`config.mk`:
```
export PLATFORM = sky130hd
export DESIGN_NAME = etf_acc_cell
export DESIGN_NICKNAME = d
export VERILOG_FILES = /design/src/rtl/etf_pkg.sv /design/src/rtl/etf_acc_cell.sv
export SDC_FILE = /design/constraint.sdc
export NUM_CORES = 1
export LEC_CHECK = 0
export BUFFER_PORTS_ARGS = -buffer_cell sky130_fd_sc_hd__buf_4
export CAP_MARGIN = 20
export CELL_PAD_IN_SITES_DETAIL_PLACEMENT = 0
export CELL_PAD_IN_SITES_GLOBAL_PLACEMENT = 1
export CORE_MARGIN = 2
export CORE_UTILIZATION = 40
export DETAILED_ROUTE_END_ITERATION = 10
export GPL_TIMING_DRIVEN = 0
export PLACE_DENSITY = 0.9
export SLEW_MARGIN = 30
export SYNTH_ARGS = -nofsm -noshare
export SYNTH_HDL_FRONTEND = slang
export SYNTH_SLANG_ARGS = --single-unit
```
`constraint.sdc`:
```
create_clock -name clock -period 9.2 [get_ports clock]
set_clock_uncertainty 0.2 [all_clocks]
set_input_delay 1.84 -clock clock [delete_from_list [all_inputs] [get_ports clock]]
set_output_delay 1.84 -clock clock [all_outputs]
set_load 0.1 [all_outputs]
```
`src/rtl/etf_pkg.sv`:
```
`timescale 1ns / 1ps
package etf_pkg;
   localparam int FracBits = 26;
   localparam int MaxIter  = 256;
   localparam int CntW     = 9;
   localparam int IterW    = $clog2(MaxIter + 1);

   localparam logic [2:0] RegXStart = 3'd0;
   localparam logic [2:0] RegXStep  = 3'd1;
   localparam logic [2:0] RegYStart = 3'd2;
   localparam logic [2:0] RegYStep  = 3'd3;
   localparam logic [2:0] RegCRe    = 3'd4;
   localparam logic [2:0] RegCIm    = 3'd5;
   localparam logic [2:0] RegMode   = 3'd6;

   localparam logic signed [31:0] SatMax = 32'sh7fffffff;
   localparam logic signed [31:0] SatMin = -32'sh80000000;
   localparam logic [37:0] EscLimit = 38'd4 << FracBits;

   typedef enum logic [1:0] {ST_IDLE, ST_MAP, ST_RUN, ST_DONE} state_type;

   // token moving along the cell row
   typedef struct packed {
      logic        vld;
      logic signed [31:0] re;
      logic signed [31:0] im;
      logic signed [31:0] cre;
      logic signed [31:0] cim;
      logic [IterW-1:0]   cnt;
      logic               fin;
   } tok_type;

   function automatic logic signed [31:0] sat32(input logic signed [65:0] v);
      if (v > 66'(SatMax)) return SatMax;
      if (v < 66'(SatMin)) return SatMin;
      return v[31:0];
   endfunction
endpackage

```
`src/rtl/etf_acc_cell.sv`:
```
`timescale 1ns / 1ps
// stage 2: escape test and z update
module etf_acc_cell (
   input  logic              clock,
   input  logic              reset,
   input  etf_pkg::tok_type  tok_i,
   input  logic signed [63:0] rr_i,
   input  logic signed [63:0] ii_i,
   input  logic signed [63:0] ri_i,
   output etf_pkg::tok_type  tok_o
);
   import etf_pkg::*;
   tok_type tok_ff, tok_in;
   logic [64:0] mag;
   logic [37:0] mag_s;
   logic signed [65:0] nre, nim;
   always_comb begin
      mag   = {1'b0, rr_i} + {1'b0, ii_i};
      mag_s = mag[FracBits +: 38];
      nre = 66'(rr_i >>> FracBits) - 66'(ii_i >>> FracBits) + 66'(tok_i.cre);
      nim = 66'(ri_i >>> (FracBits - 1)) + 66'(tok_i.cim);
      tok_in = tok_i;
      if (tok_i.vld && !tok_i.fin) begin
         if (tok_i.cnt >= IterW'(MaxIter) || mag_s > EscLimit) begin
            tok_in.fin = 1'b1;
         end else begin
            tok_in.re  = sat32(nre);
            tok_in.im  = sat32(nim);
            tok_in.cnt = tok_i.cnt + IterW'(1);
         end
      end
   end
   always_ff @(posedge clock) begin
      if (reset) tok_ff.vld <= 1'b0;
      else tok_ff.vld <= tok_in.vld;
      tok_ff.re <= tok_in.re; tok_ff.im <= tok_in.im;
      tok_ff.cre <= tok_in.cre; tok_ff.cim <= tok_in.cim;
      tok_ff.cnt <= tok_in.cnt; tok_ff.fin <= tok_in.fin;
   end
   assign tok_o = tok_ff;
endmodule

```
==> flow_summary.toml, run 1 <==
[layout]
fillers = 3232
area_growth_pct = 33.4
nNetsFinal = 2742
drive_gt1_share_pct = 23.5
largest_reg_flops = 139
multi_input_area_um2 = 9910
ff_latch_area_um2 = 2780

[logic_synthesis]
ys_seq_area_share_pct = 20.3
syn_inst = 1761
synthTopCellsByArea = "dfxtp_1, ha_1, a21oi_1, fa_1, inv_1"
async_flop_share_pct = 0
synth-edff-count = 0
synth_cell_type_count = 83
yosysMostFrequentCell = "inv_1"
synth_largest_area_cell = "dfxtp_1"
synth_common_cells = "inv_1, a21oi_1, nand2_1, ha_1, dfxtp_1"
syn_avg_cell_area_um2 = 7.77
synth_area_um2 = 13700
synth_warnings = 0
synth_top_flop_cell = "dfxtp_1"
ys_seq_elements = 139
syn_nets = 2276
synth.top_cell.area_share_pct = 20.3

[clock_tree]
cts_tree = "built"
cts-root-buf = "clkbuf_16"
cts_resized = 0
clk_pin_slew_ns = 0.07
post_cts.repair.setup_buffers = 0
numClockSinks = 139
hold_buffers = 0
clockBufferDepth = 2
numCtsBuffers = 17
h-tree-depth = 4

[placement]
gp_congestion = 0.944
io_buffers = 446
place_hpwl_um = 45700

[power]
leakage_nw = 8.77
power.density_nw_per_um2 = 156
p_total_mw = 2.85
worst_ir_drop_vdd_v = 0.000145

[detailed_routing]
wl_um = 53100
avgViaCountPerCell = 5.57
vias = 15000
drt_pass1_iterations = 5
ant_nets = 0
wl_per_cell_um = 19.7
drt-initial-drc-count = 969
drc = 0

[timing]
slew_headroom_pct = 36.0
drv_slew = 0
hold_violations = 0
period_share_pct = 75.4
setup_tns_ns = 0
fmax_mhz = 144
timing_worst_slew_pin_value_ns = 0.951
period_minus_slack_ns = 6.94
rsz0062_at_grt = "no"
setup_viol = 0

[grt]
antenna_found_initial = 6
grt_pass1_wl_um = 81400
grt_usage_pct = 29.2
grt_max_degree = 17
gr-total-overflow = 0
grt_pass1_vias = 14300

[worst_setup_path]
crit_path_start_kind = "input port"
crit_arrival_ns = 7.06
worstSetupPathType = "in2reg"
critPathRequiredTime_ns = 9.33
cp_max_fo = 10
end_kind = "register"

[floorplan]
core_um2 = 33600
die-area_um2 = 35700
start_util_pct = 40.7
num_rows = 67
die_y_um = 189
io_pins = 472
die_x_um = 189

[hold_path]
hold_path.class = "in2reg"

[job]
drv_cap = 0

[outcome]
status = "complete, no violations"
## worst paths after layout
path	depth (start not counted)	from	to
worst min-delay path	1	tok_i[45]	tok_o[45]
worst max-delay path	15	rr_i[9]	tok_o[87]
## final cells by class
| cell class | instances | share of cell area [%] |
|---|---|---|
| antenna | 5 | 0.0686 |
| buffer | 57 | 1.54 |
| clock buffer | 18 | 2.41 |
| clock inverter | 14 | 1.04 |
| inverter | 191 | 3.93 |
| multi-input combinational | 1374 | 54.3 |
| sequential | 139 | 15.3 |
| tap | 448 | 3.07 |
| timing repair buffer | 447 | 18.4 |
## layer usage
layer / track usage [%] / part of all wire, % / vias to the layer above
met2: 48.9 / 47 / 622
met4: 7.84 / 2.3 / 4
li1: - / - / 7292
met3: 6.84 / 7.8 / 65
met1: 37.6 / 43 / 7015
met5: 0 / 0.057 / -
## power breakdown
group / switching (mW) / internal, mW
Combinational: 0.936 / 0.519
Clock: 0.325 / 0.424
Sequential: 0.00914 / 0.634
## cell usage in the layout, fill, tap and decap left out, types with 9 or more instances in the layout
| cell type | instances |
|---|---|
| o21ai_0 | 97 |
| nand2_1 | 154 |
| xor2_1 | 30 |
| a31oi_1 | 14 |
| o31ai_1 | 11 |
| buf_4 | 448 |
| fa_1 | 39 |
| nand4_1 | 41 |
| a2bb2oi_1 | 33 |
| nor4_1 | 9 |
| a211oi_1 | 19 |
| a21o_1 | 57 |
| o21a_1 | 25 |
| a21oi_1 | 160 |
| inv_1 | 191 |
| nor2_1 | 128 |
| nor3_1 | 38 |
| o22a_1 | 33 |
| dfxtp_1 | 139 |
| nor2b_1 | 19 |
| o211ai_1 | 18 |
| ha_1 | 143 |
| nand2b_1 | 14 |
| xnor2_1 | 55 |
| nand3_1 | 36 |
| o2111ai_1 | 12 |
| clkbuf_16 | 17 |
| or3_1 | 11 |
| o21bai_1 | 23 |
| buf_2 | 13 |
| clkbuf_1 | 37 |
## worst max-delay path: stages
cell and delay, ns:
buf_4 0.11, ha_1 0.36, a21oi_1 0.34, o211ai_1 0.14, a21oi_1 0.39, nor3_1 0.22
nor3_1 0.60, a31oi_1 0.32, a311oi_1 0.66, and2_1 0.22, o2111ai_1 0.25, nor3_1 0.56
nand3_1 0.40, clkbuf_1 0.35, o22a_1 0.29
## stage by stage
stage / utilization (%) / cells / hold WS, ns / setup WS, ns / area, um2
6_report: 54.3 / 2693 / 1.29 / 2.26 / 18200
5_1_grt: 54.2 / 2690 / 1.27 / 1.97 / 18200
2_1_floorplan: - / 1761 / 1.67 / 3.30 / 13700
4_1_cts: 54.2 / 2688 / 1.27 / 2.32 / 18200
3_3_place_gp: 52.3 / 2655 / 1.75 / 0.928 / 17600
3_5_place_dp: 52.4 / 2656 / 1.75 / 1.84 / 17600
## kinds of logic (layout without fill, tap and decap cells)
logic type,count (synthesis),count (layout),share of synthesized area (%)
DFF,139,139,20.3
other,0,5,0
and+or+nand+nor,503,503,17.7
muxes,12,12,0.924
adders and majority gates,182,182,18.8
buffers and inverters,248,727,7.30
AOI/OAI and AO/OA,591,591,29.4
xor gates and xnor gates,86,86,5.56
Note: power is estimated with default switching activity, not from simulation.
==> inputs of run 2 (changes only) <==
--- a/config.mk
+++ b/config.mk
@@ -10,10 +10,10 @@
 export CELL_PAD_IN_SITES_DETAIL_PLACEMENT = 0
 export CELL_PAD_IN_SITES_GLOBAL_PLACEMENT = 1
 export CORE_MARGIN = 2
-export CORE_UTILIZATION = 40
+export CORE_UTILIZATION = 33
 export DETAILED_ROUTE_END_ITERATION = 10
 export GPL_TIMING_DRIVEN = 0
-export PLACE_DENSITY = 0.9
+export PLACE_DENSITY = 0.8
 export SLEW_MARGIN = 30
 export SYNTH_ARGS = -nofsm -noshare
 export SYNTH_HDL_FRONTEND = slang
==> constraint.sdc (replaced) <==
create_clock -name clock -period 5.8 [get_ports clock]
set_clock_uncertainty 0.2 [all_clocks]
set_input_delay 1.16 -clock clock [delete_from_list [all_inputs] [get_ports clock]]
set_output_delay 1.16 -clock clock [all_outputs]
set_load 0.1 [all_outputs]
==> run 2 against run 1 <==
Worst setup slack got worse by 2.2 ns. Critical path depth increased by 1. Non-clock buffer count is 2 higher.
==> flow_summary.toml, run 2 (synthesized netlist as in run 1, its figures left out) <==
[power]
p_int_mw = 2.44
combPwrFrac_pct = 52.2
worst_ir_drop_vdd_v = 0.000234
switching_share_pct = 46.5
power.density_nw_per_um2 = 245
clock_power_share_pct = 25.4
p_sw_mw = 2.11
leakage_nw = 8.83
seq_power_share_pct = 22.4

[layout]
final_cell_mix = "buf_4, inv_1, nand2_1"
fin_area_um2 = 18600
largest_reg_flops = 139
fillers = 4148
final_cells = 2778
nNetsFinal = 2744
layout_commonest_cell = "buf_4"
drive_gt1_share_pct = 25.4
area_growth_pct = 35.6

[worst_setup_path]
crit_path_start_kind = "input port"
critPathRequiredTime_ns = 5.96
cp_cell_sequence = "buf_4 > ha_1 > buf_2 > nand2_1 > o21ai_1 > a211oi_1 > nor4bb_2 > o2111ai_1 > nor3_1 > nand4_1 > or4_1 > or4_1 > nand2_1 > nand3_2 > clkbuf_1 > o22a_1"
worstSetupEndpoint = "tok_o[89]"
cp_max_fo = 10
end_kind = "register"
crit_start = "rr_i[35]"
critPathSlowestCell = "or4_1"
crit_arrival_ns = 5.88
critPathMaxStageDelay_ns = 0.61
worstSetupPathType = "in2reg"

[timing]
setup_viol = 0
drv_slew = 0
fmax_mhz = 175
slew_headroom_pct = 51.6
period_minus_slack_ns = 5.73
hold_violations = 0
hold_slack_ns = 0.588
timing_worst_slew_pin_value_ns = 0.719
period_share_pct = 98.7

[detailed_routing]
wl_um = 58400
wl_per_cell_um = 21.0
drt-initial-drc-count = 865
ant_nets = 0
drc = 0
vias = 15100
avgViaCountPerCell = 5.43
drt_pass1_iterations = 5

[clock_tree]
h-tree-depth = 4
clockBufferDepth = 2
numCtsBuffers = 17
cts-root-buf = "clkbuf_16"
clk_pin_slew_ns = 0.09
cts_tree = "built"
numClockSinks = 139

[grt]
gr-total-overflow = 0
grt_pass1_wl_um = 86800
use_met1_pct = 33.6
met3_usage_pct = 6.46
grt_max_degree = 19
grt_usage_pct = 26.3
top_usage_layer = "met2"
grt_pass1_vias = 14700
antenna_found_initial = 8
grt_use_met2_pct = 43.8

[placement]
dp.cells = 2740
gp_congestion = 0.936
io_buffers = 446
place_hpwl_um = 50400
place_area_um2 = 17700

[hold_path]
hold_path.class = "in2reg"

[outcome]
status = "complete, no violations"

[floorplan]
die-area_um2 = 43100
num_rows = 74
core_um2 = 40800
die_y_um = 208
die_x_um = 208
start_util_pct = 33.5
io_pins = 472

[job]
drv_cap = 0
-- run 2: cell types whose count changed in the layout (fill, tap and decap cells not counted), sizes merged --
cell    change
inv         -4
clkbuf      -5
clkinv      +7
buf         +6
diode       -1
bufinv      -2
-- run 2: through the flow --
stage / utilization, % / worst slack [ns] / setup TNS [ns] / power, mW
after floorplan: - / 0.579 / 0 / 2.64
after CTS: 45.1 / 0.0116 / 0 / 4.56
after global placement: 43.3 / -1.65 / -69.46 / 3.36
after detailed placement: 43.4 / -0.988 / -46.25 / 3.37
final: 45.4 / 0.0749 / 0 / 4.55
after global routing: 45.4 / -0.00300 / -0.00300 / 4.82
-- run 2: timing repair --
item                       4_1_cts  5_1_grt
setup endpoints to repair       65       65
pin swaps                        1        1
cloned                           0        0
buffers inserted                 4        3
hold buffers                     0        0
gates resized for setup         16       34
-- run 2: worst max-delay path, delay by kind of cell --
kind                       cells  cell delay [ns]
and+or+nand+nor                8             2.61
adders and majority gates      1             0.27
AOI/OAI and AO/OA              4             1.16
buffers and inverters          3             0.69
-- run 2: layout make-up --
class                   instances  area [um2]  share of cell area [%]
diodes                          4        10.0                  0.0539
plain buffers                  52         283                    1.52
clock buffers                  17         425                    2.29
clock inverters                15         199                    1.07
inverters                     191         717                    3.86
multi-input cells            1374       10100                    54.3
flip-flops and latches        139        2780                    15.0
well taps                     532         666                    3.59
repair buffers                454        3410                    18.4
-- run 2: power groups by stage --
stage	clock, mW	sequential (mW)	combinational [mW]
CTS	1.19	1.02	2.35
global route	1.22	1.02	2.58
floorplan	0	1.42	1.22
finish	1.15	1.02	2.38
detailed placement	0	1.04	2.33
global placement	0	1.04	2.32
-- run 2: worst min-delay path by stage --
stage | endpoint | cells past startpoint | slack, ns | startpoint
global route | tok_o[65] | 1 | 0.56 | tok_i[65]
floorplan | tok_o[10] | 0 | 0.99 | tok_i[10]
CTS | tok_o[65] | 1 | 0.55 | tok_i[65]
global placement | tok_o[65] | 1 | 1.08 | tok_i[65]
detailed placement | tok_o[44] | 1 | 1.08 | tok_i[44]
finish | tok_o[65] | 1 | 0.59 | tok_i[65]
-- run 2: per-layer routing --
| layer | up-vias | share of wire (%) |
|---|---|---|
| met2 | 603 | 47 |
| met3 | 76 | 7.6 |
| met5 | - | 0.067 |
| met1 | 7077 | 43 |
| li1 | 7316 | - |
| met4 | 6 | 2.2 |
